`config.mk`:
```
export PLATFORM = sky130hd
export DESIGN_NAME = cluster_peak_finder
export DESIGN_NICKNAME = d
export VERILOG_FILES = /design/src/rtl/core/cpf_pkg.sv /design/src/rtl/core/cpf_ram.sv /design/src/rtl/core/cpf_div.sv /design/src/rtl/core/cluster_peak_finder.sv
export VERILOG_INCLUDE_DIRS = /design/src /design/src/rtl/core
export SDC_FILE = /design/constraint.sdc
export NUM_CORES = 2
export LEC_CHECK = 0
export BUFFER_PORTS_ARGS = -buffer_cell sky130_fd_sc_hd__buf_2
export CORE_MARGIN = 2
export CORE_UTILIZATION = 50
export DETAILED_ROUTE_END_ITERATION = 16
export PLACE_DENSITY_LB_ADDON = 0.2
export RECOVER_POWER = 100
export SETUP_SLACK_MARGIN = 0.15
export SLEW_MARGIN = 20
export SYNTH_ARGS = -nofsm -noshare
export SYNTH_HDL_FRONTEND = slang
export SYNTH_HIERARCHICAL = 1
export SYNTH_SLANG_ARGS = --single-unit
```
`constraint.sdc`:
```
create_clock -name clk_i -period 8.1 [get_ports clk_i]
set_input_delay 1.62 -clock clk_i [delete_from_list [all_inputs] [get_ports clk_i]]
set_output_delay 1.62 -clock clk_i [all_outputs]
set_load 0.01 [all_outputs]
```
`src/rtl/core/assert_macros.svh`:
```
// Assertion macros shared by the cluster peak finder RTL.
// Each macro expects clk_i and rst_ni in the scope where it is used.
`ifndef ASSERT_MACROS_SVH
`define ASSERT_MACROS_SVH

// Same-cycle implication.
`define CPF_ASSERT_IMP(lbl, ante, cons, msg) \
  lbl: assert property (@(posedge clk_i) disable iff (!rst_ni) (ante) |-> (cons)) \
    else $error(msg);

// Next-cycle implication.
`define CPF_ASSERT_NXT(lbl, ante, cons, msg) \
  lbl: assert property (@(posedge clk_i) disable iff (!rst_ni) (ante) |=> (cons)) \
    else $error(msg);

`endif

```
`src/rtl/core/cpf_pkg.sv`:
```
// Package for the cluster peak finder: payload structs, sequencer states,
// register indexes and fixed-point constants. No dependencies.
package cpf_pkg;

  localparam int unsigned MAX_BUCKETS_DEF = 64;

  localparam logic [15:0] MIN_THRESH          = 16'd3277;
  localparam logic [15:0] RESET_CLUSTER_FRAC  = 16'd29491;
  localparam logic [15:0] RESET_FORK_FRAC     = 16'd58982;

  localparam int unsigned POS_W  = 17;
  localparam int unsigned PROB_W = 16;

  typedef enum logic {
    CFG_CLUSTER_FRAC = 1'b0,
    CFG_FORK_FRAC    = 1'b1
  } cfg_idx_e;

  typedef enum logic [3:0] {
    S_LOAD,
    S_THR,
    S_RD,
    S_CMP,
    S_ACC,
    S_DIV,
    S_FORK,
    S_DEC,
    S_OUT1
  } state_e;

  typedef struct packed {
    logic [15:0] probability;
    logic [16:0] edge_left;
    logic [16:0] edge_right;
    logic        last_bucket;
  } in_t;

  typedef struct packed {
    logic [16:0] peak_position;
    logic [15:0] peak_height;
    logic        primary_flag;
    logic        last_peak;
  } out_t;

endpackage

```
`src/rtl/core/cpf_ram.sv`:
```
// Generic single-write, single-read RAM with registered read data.
// No dependencies.
module cpf_ram #(
  parameter int unsigned WIDTH = 16,
  parameter int unsigned DEPTH = 64
) (
  input  logic                     clk_i,
  input  logic                     we_i,
  input  logic [$clog2(DEPTH)-1:0] waddr_i,
  input  logic [WIDTH-1:0]         wdata_i,
  input  logic [$clog2(DEPTH)-1:0] raddr_i,
  output logic [WIDTH-1:0]         rdata_o
);

  logic [WIDTH-1:0] mem_q [DEPTH];
  logic [WIDTH-1:0] rdata_q;

  always_ff @(posedge clk_i) begin
    if (we_i) begin
      mem_q[waddr_i] <= wdata_i;
    end
    rdata_q <= mem_q[raddr_i];
  end

  assign rdata_o = rdata_q;

endmodule

```
`src/rtl/core/cpf_div.sv`:
```
// Restoring divider, one quotient bit per cycle, for the cluster centroid.
// The quotient must fit in QUO_W bits. No package dependency.
module cpf_div #(
  parameter int unsigned DIVISOR_W = 22,
  parameter int unsigned QUO_W     = 17
) (
  input  logic                       clk_i,
  input  logic                       rst_ni,
  input  logic                       start_i,
  input  logic [DIVISOR_W+QUO_W-1:0] dividend_i,
  input  logic [DIVISOR_W-1:0]       divisor_i,
  output logic                       busy_o,
  output logic                       done_o,
  output logic [QUO_W-1:0]           quotient_o
);

  localparam int unsigned CNT_W = $clog2(QUO_W + 1);

  logic                 busy_q, busy_d;
  logic                 done_q, done_d;
  logic [CNT_W-1:0]     cnt_q, cnt_d;
  logic [DIVISOR_W-1:0] rem_q, rem_d;
  logic [QUO_W-1:0]     quo_q, quo_d;
  logic [DIVISOR_W:0]   trial;
  logic [DIVISOR_W:0]   diff;
  logic                 ge;

  always_comb begin
    trial  = {rem_q, quo_q[QUO_W-1]};
    diff   = trial - {1'b0, divisor_i};
    ge     = trial >= {1'b0, divisor_i};
    busy_d = busy_q;
    done_d = 1'b0;
    cnt_d  = cnt_q;
    rem_d  = rem_q;
    quo_d  = quo_q;
    if (start_i) begin
      busy_d = 1'b1;
      cnt_d  = CNT_W'(QUO_W);
      rem_d  = dividend_i[DIVISOR_W+QUO_W-1:QUO_W];
      quo_d  = dividend_i[QUO_W-1:0];
    end else if (busy_q) begin
      rem_d = ge ? diff[DIVISOR_W-1:0] : trial[DIVISOR_W-1:0];
      quo_d = {quo_q[QUO_W-2:0], ge};
      cnt_d = cnt_q - CNT_W'(1);
      if (cnt_q == CNT_W'(1)) begin
        busy_d = 1'b0;
        done_d = 1'b1;
      end
    end
  end

  always_ff @(posedge clk_i or negedge rst_ni) begin
    if (!rst_ni) begin
      busy_q <= 1'b0;
      done_q <= 1'b0;
      cnt_q  <= '0;
    end else begin
      busy_q <= busy_d;
      done_q <= done_d;
      cnt_q  <= cnt_d;
    end
  end

  always_ff @(posedge clk_i) begin
    rem_q <= rem_d;
    quo_q <= quo_d;
  end

  assign busy_o     = busy_q;
  assign done_o     = done_q;
  assign quotient_o = quo_q;

endmodule

```
`src/rtl/core/cluster_peak_finder.sv`:
```
// Cluster peak finder: stores a row of buckets, then finds up to two cluster peaks.
// Uses cpf_pkg, cpf_ram, cpf_div and assert_macros.svh.
//
// Usage:
// - Input channel (in_valid_i / in_stall_o / in_data_i) takes one bucket per
//   transfer. While a row is loading a bucket is taken every cycle; buckets
//   past MAX_BUCKETS are dropped, but a dropped last bucket still ends the row.
// - A bucket with last_bucket set starts the row evaluation; in_stall_o stays
//   high until the last result of the row sits in the output register.
// - Evaluating a row reads every stored bucket, weights each bucket inside a
//   cluster and runs the bit-serial centroid divider once per cluster; a second
//   result, held in a pending register, follows the first.
//   One 17x16 multiplier is shared by threshold, weighting and fork test.
// - Output channel (out_valid_o / out_stall_i / out_data_o) carries one or
//   two peaks, left to right, the final one flagged last_peak. A stalled result
//   holds in the output register; while the last one waits, a new row loads.
// - Configuration writes (cfg_we_i, cfg_idx_i, cfg_data_i) take effect at once.
// - Reset empties the row, clears the output valid flag and restores the
//   fraction registers; the bucket RAMs are not cleared.
`include "assert_macros.svh"

module cluster_peak_finder #(
  parameter int unsigned MAX_BUCKETS = cpf_pkg::MAX_BUCKETS_DEF
) (
  input  logic           clk_i,
  input  logic           rst_ni,
  input  logic           in_valid_i,
  output logic           in_stall_o,
  input  cpf_pkg::in_t   in_data_i,
  output logic           out_valid_o,
  input  logic           out_stall_i,
  output cpf_pkg::out_t  out_data_o,
  input  logic           cfg_we_i,
  input  logic           cfg_idx_i,
  input  logic [15:0]    cfg_data_i
);
  import cpf_pkg::*;

  localparam int unsigned AW    = $clog2(MAX_BUCKETS);
  localparam int unsigned CNT_W = $clog2(MAX_BUCKETS + 1);
  localparam int unsigned TW_W  = PROB_W + AW;
  localparam int unsigned WX_W  = TW_W + POS_W;

  state_e            state_q, state_d;
  logic [CNT_W-1:0]  cnt_q, cnt_d;
  logic [CNT_W-1:0]  n_q, n_d;
  logic [CNT_W-1:0]  b_q, b_d;
  logic [15:0]       rpeak_q, rpeak_d;
  logic [AW-1:0]     fmax_q, fmax_d;
  logic [15:0]       cfrac_q, cfrac_d;
  logic [15:0]       ffrac_q, ffrac_d;
  logic              in_run_q, in_run_d;
  logic              have_best_q, have_best_d;
  logic              have_sec_q, have_sec_d;
  logic              out_valid_q, out_valid_d;

  logic [31:0]       thr_q, thr_d;
  logic [32:0]       mprod_q, mprod_d;
  logic [TW_W-1:0]   tw_q, tw_d;
  logic [WX_W-1:0]   wx_q, wx_d;
  logic [15:0]       pk_q, pk_d;
  logic [15:0]       best_pk_q, best_pk_d;
  logic [16:0]       best_pos_q, best_pos_d;
  logic [15:0]       sec_pk_q, sec_pk_d;
  logic [16:0]       sec_pos_q, sec_pos_d;
  out_t              out_q, out_d;
  out_t              pend_q, pend_d;

  logic              in_xfer;
  logic              ram_we;
  logic [AW-1:0]     ram_raddr;
  logic [16:0]       centre_in;
  logic [17:0]       edge_sum;
  logic [15:0]       prob_rd;
  logic [16:0]       centre_rd;
  logic [16:0]       mul_a;
  logic [15:0]       mul_b;
  logic [32:0]       mul_res;
  logic              above;
  logic              div_start;
  logic              div_busy;
  logic              div_done;
  logic [16:0]       div_quo;
  logic              out_free;
  logic              keep2;

  assign in_xfer   = in_valid_i && !in_stall_o;
  assign ram_we    = in_xfer && (cnt_q < CNT_W'(MAX_BUCKETS));
  assign edge_sum  = {1'b0, in_data_i.edge_left} + {1'b0, in_data_i.edge_right};
  assign centre_in = edge_sum[17:1];
  assign ram_raddr = (state_q == S_FORK || state_q == S_DEC) ? fmax_q : b_q[AW-1:0];

  cpf_ram #(.WIDTH(PROB_W), .DEPTH(MAX_BUCKETS)) u_prob_ram (
    .clk_i   (clk_i),
    .we_i    (ram_we),
    .waddr_i (cnt_q[AW-1:0]),
    .wdata_i (in_data_i.probability),
    .raddr_i (ram_raddr),
    .rdata_o (prob_rd)
  );

  cpf_ram #(.WIDTH(POS_W), .DEPTH(MAX_BUCKETS)) u_centre_ram (
    .clk_i   (clk_i),
    .we_i    (ram_we),
    .waddr_i (cnt_q[AW-1:0]),
    .wdata_i (centre_in),
    .raddr_i (ram_raddr),
    .rdata_o (centre_rd)
  );

  cpf_div #(.DIVISOR_W(TW_W), .QUO_W(POS_W)) u_div (
    .clk_i      (clk_i),
    .rst_ni     (rst_ni),
    .start_i    (div_start),
    .dividend_i (wx_q),
    .divisor_i  (tw_q),
    .busy_o     (div_busy),
    .done_o     (div_done),
    .quotient_o (div_quo)
  );

  always_comb begin
    case (state_q)
      S_THR: begin
        mul_a = {1'b0, rpeak_q};
        mul_b = cfrac_q;
      end
      S_FORK: begin
        mul_a = {1'b0, best_pk_q};
        mul_b = ffrac_q;
      end
      default: begin
        mul_a = centre_rd;
        mul_b = prob_rd;
      end
    endcase
    mul_res = 33'(mul_a) * 33'(mul_b);
  end

  assign above    = (b_q < n_q) && ({prob_rd, 16'h0000} >= thr_q) && (prob_rd >= MIN_THRESH);
  assign out_free = !out_valid_q || !out_stall_i;
  assign keep2    = have_sec_q && ({sec_pk_q, 16'h0000} >= thr_q);

  always_comb begin
    state_d     = state_q;
    cnt_d       = cnt_q;
    n_d         = n_q;
    b_d         = b_q;
    rpeak_d     = rpeak_q;
    fmax_d      = fmax_q;
    cfrac_d     = cfrac_q;
    ffrac_d     = ffrac_q;
    in_run_d    = in_run_q;
    have_best_d = have_best_q;
    have_sec_d  = have_sec_q;
    thr_d       = thr_q;
    mprod_d     = mprod_q;
    tw_d        = tw_q;
    wx_d        = wx_q;
    pk_d        = pk_q;
    best_pk_d   = best_pk_q;
    best_pos_d  = best_pos_q;
    sec_pk_d    = sec_pk_q;
    sec_pos_d   = sec_pos_q;
    pend_d      = pend_q;
    out_d       = out_q;
    out_valid_d = out_valid_q && out_stall_i;
    div_start   = 1'b0;

    if (cfg_we_i) begin
      case (cfg_idx_e'(cfg_idx_i))
        CFG_CLUSTER_FRAC: cfrac_d = cfg_data_i;
        CFG_FORK_FRAC:    ffrac_d = cfg_data_i;
        default: ;
      endcase
    end

    case (state_q)
      S_LOAD: begin
        if (in_xfer) begin
          if (ram_we) begin
            if (cnt_q == '0 || in_data_i.probability > rpeak_q) begin
              rpeak_d = in_data_i.probability;
              fmax_d  = cnt_q[AW-1:0];
            end
            cnt_d = cnt_q + CNT_W'(1);
          end
          if (in_data_i.last_bucket) begin
            n_d     = ram_we ? cnt_q + CNT_W'(1) : cnt_q;
            state_d = S_THR;
          end
        end
      end
      S_THR: begin
        thr_d       = mul_res[31:0];
        b_d         = '0;
        in_run_d    = 1'b0;
        have_best_d = 1'b0;
        have_sec_d  = 1'b0;
        state_d     = S_RD;
      end
      S_RD: begin
        state_d = S_CMP;
      end
      S_CMP: begin
        if (above) begin
          tw_d     = (in_run_q ? tw_q : '0) + TW_W'(prob_rd);
          pk_d     = (!in_run_q || prob_rd > pk_q) ? prob_rd : pk_q;
          wx_d     = in_run_q ? wx_q : '0;
          mprod_d  = mul_res;
          in_run_d = 1'b1;
          state_d  = S_ACC;
        end else if (in_run_q) begin
          in_run_d  = 1'b0;
          div_start = 1'b1;
          state_d   = S_DIV;
        end else if (b_q == n_q) begin
          state_d = S_FORK;
        end else begin
          b_d     = b_q + CNT_W'(1);
          state_d = S_RD;
        end
      end
      S_ACC: begin
        wx_d    = wx_q + WX_W'(mprod_q);
        b_d     = b_q + CNT_W'(1);
        state_d = S_RD;
      end
      S_DIV: begin
        if (div_done) begin
          if (!have_best_q || pk_q > best_pk_q) begin
            if (have_best_q) begin
              sec_pk_d   = best_pk_q;
              sec_pos_d  = best_pos_q;
              have_sec_d = 1'b1;
            end
            best_pk_d   = pk_q;
            best_pos_d  = div_quo;
            have_best_d = 1'b1;
          end else if (!have_sec_q || pk_q > sec_pk_q) begin
            sec_pk_d   = pk_q;
            sec_pos_d  = div_quo;
            have_sec_d = 1'b1;
          end
          if (b_q == n_q) begin
            state_d = S_FORK;
          end else begin
            b_d     = b_q + CNT_W'(1);
            state_d = S_RD;
          end
        end
      end
      S_FORK: begin
        thr_d   = mul_res[31:0];
        state_d = S_DEC;
      end
      S_DEC: begin
        if (out_free) begin
          out_valid_d = 1'b1;
          cnt_d       = '0;
          rpeak_d     = '0;
          fmax_d      = '0;
          state_d     = S_LOAD;
          if (!have_best_q) begin
            out_d = '{peak_position: centre_rd, peak_height: rpeak_q,
                      primary_flag: 1'b1, last_peak: 1'b1};
          end else if (!keep2) begin
            out_d = '{peak_position: best_pos_q, peak_height: best_pk_q,
                      primary_flag: 1'b1, last_peak: 1'b1};
          end else if (sec_pos_q < best_pos_q) begin
            out_d  = '{peak_position: sec_pos_q, peak_height: sec_pk_q,
                       primary_flag: 1'b0, last_peak: 1'b0};
            pend_d = '{peak_position: best_pos_q, peak_height: best_pk_q,
                       primary_flag: 1'b1, last_peak: 1'b1};
            state_d = S_OUT1;
          end else begin
            out_d  = '{peak_position: best_pos_q, peak_height: best_pk_q,
                       primary_flag: 1'b1, last_peak: 1'b0};
            pend_d = '{peak_position: sec_pos_q, peak_height: sec_pk_q,
                       primary_flag: 1'b0, last_peak: 1'b1};
            state_d = S_OUT1;
          end
        end
      end
      S_OUT1: begin
        if (out_free) begin
          out_valid_d = 1'b1;
          out_d       = pend_q;
          state_d     = S_LOAD;
        end
      end
      default: begin
        state_d = S_LOAD;
      end
    endcase
  end

  always_ff @(posedge clk_i or negedge rst_ni) begin
    if (!rst_ni) begin
      state_q     <= S_LOAD;
      cnt_q       <= '0;
      n_q         <= '0;
      b_q         <= '0;
      rpeak_q     <= '0;
      fmax_q      <= '0;
      cfrac_q     <= RESET_CLUSTER_FRAC;
      ffrac_q     <= RESET_FORK_FRAC;
      in_run_q    <= 1'b0;
      have_best_q <= 1'b0;
      have_sec_q  <= 1'b0;
      out_valid_q <= 1'b0;
    end else begin
      state_q     <= state_d;
      cnt_q       <= cnt_d;
      n_q         <= n_d;
      b_q         <= b_d;
      rpeak_q     <= rpeak_d;
      fmax_q      <= fmax_d;
      cfrac_q     <= cfrac_d;
      ffrac_q     <= ffrac_d;
      in_run_q    <= in_run_d;
      have_best_q <= have_best_d;
      have_sec_q  <= have_sec_d;
      out_valid_q <= out_valid_d;
    end
  end

  always_ff @(posedge clk_i) begin
    thr_q      <= thr_d;
    mprod_q    <= mprod_d;
    tw_q       <= tw_d;
    wx_q       <= wx_d;
    pk_q       <= pk_d;
    best_pk_q  <= best_pk_d;
    best_pos_q <= best_pos_d;
    sec_pk_q   <= sec_pk_d;
    sec_pos_q  <= sec_pos_d;
    out_q      <= out_d;
    pend_q     <= pend_d;
  end

  assign in_stall_o  = (state_q != S_LOAD);
  assign out_valid_o = out_valid_q;
  assign out_data_o  = out_q;

  `CPF_ASSERT_IMP(a_cnt_bound, 1'b1, cnt_q <= CNT_W'(MAX_BUCKETS), "bucket count overflow")
  `CPF_ASSERT_IMP(a_sec_needs_best, have_sec_q, have_best_q, "second cluster without primary")
  `CPF_ASSERT_IMP(a_div_in_state, div_busy || div_done, state_q == S_DIV, "divider runs outside DIV")
  `CPF_ASSERT_NXT(a_last_starts, in_xfer && in_data_i.last_bucket, state_q == S_THR, "row end missed")

endmodule

```
==> impl_results.md <==
* Layout Nets at 7,972
* DR vias at approximately 65,000
* CP arrival at ~8400 ps
* GRT Total Usage at between 20% and 30%
* Fraction of the cycle the final worst path needs at between 90% and 100%
* Average wire per standard cell at ~29 µm
* Critical path required time at between 8000 and 9000 ps
* Fin util at roughly 56%
* Post-Route WL at approximately 310 mm
* Antenna-violating nets left at 0
* EDFF count, synth at between 2,000 and 2,500
* Iter 0 DRT Violations at roughly 7,500
* Post-DP HPWL at around 210 mm
* Fmax at approximately 0.13 GHz
* Clk_lat worst skew at 960 ps
* Final min period at around 7700 ps
* Failing checks: capacitance limit, slew limit
* Max FO, Critical Path at 30
* Status: finished with violations
* Worst Tran Pin Value at 4490 ps
* Largest net degree at the start of global routing at around 120
* Gpl congestion at 0.944
* Vias in the first global route at about 64,000
* Critical path type: reg2reg
* Max_slew headroom at -200%
* Die Width at 484 µm
* CTS sink cnt at 2,551
* CTS buffer count at about 290
* Synth Warn # at 6
* Layout cell share with drive strength beyond 1 at 17.2%
* Setup TNS at 0 ps
* Max incr delay on CP at 540 ps
* CP max-delay cell: fa_1
* Mapped Cells at 6,972
* H-Tree Depth at 5
* Maximum clock insertion buffer count at 4
* DRC at 0
* Site Rows at between 150 and 200
* Startpoint types: register
* Clk slew on worst S/H paths at 60 ps
* Slew Viols, Final at approximately 3,300
* Syn_area_per_cell at 16.5 µm²
* Post-synthesis instance area at between 100,000 and 150,000 µm²
* Post-synth ARST share at about 3.5%
* Initial Util at 50.2%
* # IOs at 110
* First-pass GRT wire length at 453 mm
* Area share of the largest cell type after synthesis at ~63%
* Final hold vios at 0
* Crit path capture type: register
* CORE AREA at approximately 230,000 µm²
* Fillers at between 15,000 and 20,000
* Die Area at roughly 230,000 µm²
* CTS tree: built
* Most common flop cell mapped by yosys: edfxtp_1
* Most frequent cells in the layout: 2,428 x edfxtp_1, 492 x mux4_2, 449 x nand2_1
* First-pass DRT Iterations at 6
* Sequential share of the synthesized area at roughly two thirds
* Final-report setup violation count at 0
* Remaining global-route overflow at 0
* Vias per Instance at slightly above 6
* Area grow syn2layout at 11.8%
* Area leader, netlist: edfxtp_1
* Initial antenna violation count at 27
* Syn Nets at 7,573
* Chip Height at slightly below 500 µm
* Cell variety after synth at roughly 110
* #FFs+latches synth at approximately 2,600
* Clock skew at roughly 81 ps
* Synth area leaders: edfxtp_1 63%, mux4_2 9.6%, fa_1 3.7%
* CTS Root Cell: clkbuf_16
* Max-Cap Viols at between 90 and 100
* PortBufs at around 110
* Most common cell after layout, fill and taps aside: edfxtp_1
* CP most frequent cell: fa_1
* Min-delay worst type: reg2reg
* Unrepaired setup endpoints after global routing: no
## state kept, by name (all words and copies together), names as in the netlist, 22 cells and up
| name | cells |
|---|---|
| u_centre_ram/mem_q | 1088 |
| mprod_q | 33 |
| thr_q | 32 |
| wx_q | 39 |
| out_data_o | 35 |
| u_prob_ram/mem_q | 1024 |
| tw_q | 22 |
| pend_q | 34 |
| u_div/rem_q | 22 |
## cells by family after synthesis
kind of cell / share of synthesized area (%)
buffers and inverters: 2.89
flip-flops: 65.9
XOR/XNOR: 0.875
multiplexers: 12.6
adder cells (fa/ha/maj): 7.12
AO/OA/AOI/OAI: 5.23
AND/OR/NAND/NOR: 5.39
## metal layers
layer  track usage, %  vias to the layer above  part of all wire [%]
li1                 -                    27700                     -
met3             4.80                      499                   8.4
met1             38.1                    33800                    41
met4             9.50                        6                   3.8
met2             41.1                     2776                    46
met5                0                        -                 0.012
## metrics by stage
stage	worst slack (ps)	instances	hold WS [ps]	instance area, µm²
finish	380	10600	490	129000
global route	69.6	10600	493	129000
CTS	369	10600	488	130000
detailed placement	414	10100	474	121000
global placement	395	10100	464	121000
floorplan	509	6972	440	115000
## synthesized netlist by cell type (18+ instances only)
cell type and count:
edfxtp_1 2428, mux4_2 492, nand2_1 449, inv_1 420, nor2_1 396, ha_1 316
fa_1 212, a21oi_1 200, mux2i_1 194, clkbuf_1 145, o21ai_0 120, mux2_2 107
buf_2 98, a21o_1 79, a22oi_1 78, nor2b_1 76, nand3_1 75, xnor2_1 73
dfrtp_1 72, nor3_1 61, o21ai_1 60, and2_1 58, nand4_1 43, a211oi_1 42
xor2_1 42, a22o_1 35, a31oi_1 33, dfxtp_1 33, buf_1 30, o21a_1 29
buf_4 26, nand2b_1 24, nor3b_1 24, and3_1 22, buf_6 21, o22ai_1 19
a221oi_1 18, dfstp_2 18
## worst max-delay path: cells and delay by family, from the launching register on
family / cells / cell delay, ps
AO/OA/AOI/OAI: 8 / 1510
XOR/XNOR: 1 / 110
adder cells (fa/ha/maj): 7 / 3460
buffers and inverters: 6 / 790
flip-flops: 1 / 400
AND/OR/NAND/NOR: 7 / 1160
## area by class of cell
class                      count  area, µm²  share of cell area, %
sequential                  2551      75800                   58.9
multi-input combinational   3668      36100                   28.1
clock buffer                 354       7620                   5.92
tap                         3026       3790                   2.94
timing repair buffer         439       2460                   1.92
inverter                     422       1580                   1.23
clock inverter               139       1240                  0.962
antenna                        9       22.5                 0.0175
## path summary, 6_finish.rpt
path,slack [ps],depth (start not counted),to,startpoint
max in group asynchronous,2280,2,cfrac_q[6],rst_ni
worst max-delay path,380,29,thr_q[30],state_q[3]
worst min-delay path,490,2,n_q[4],n_q[4]
worst max register to register,380,29,thr_q[30],state_q[3]
min in group asynchronous,1090,1,cfrac_q[11],rst_ni
worst min register to register,490,2,n_q[4],n_q[4]
## what timing repair did
item / CTS / global route
gates resized for setup: 0 / 7
hold buffers: 0 / 0
setup endpoints to repair: 0 / 11
hold endpoints to repair: 0 / 0
setup buffers: 0 / 1
Power is not shown: default switching activity piles up to over one toggle a cycle in this logic, so the estimate is an artifact.
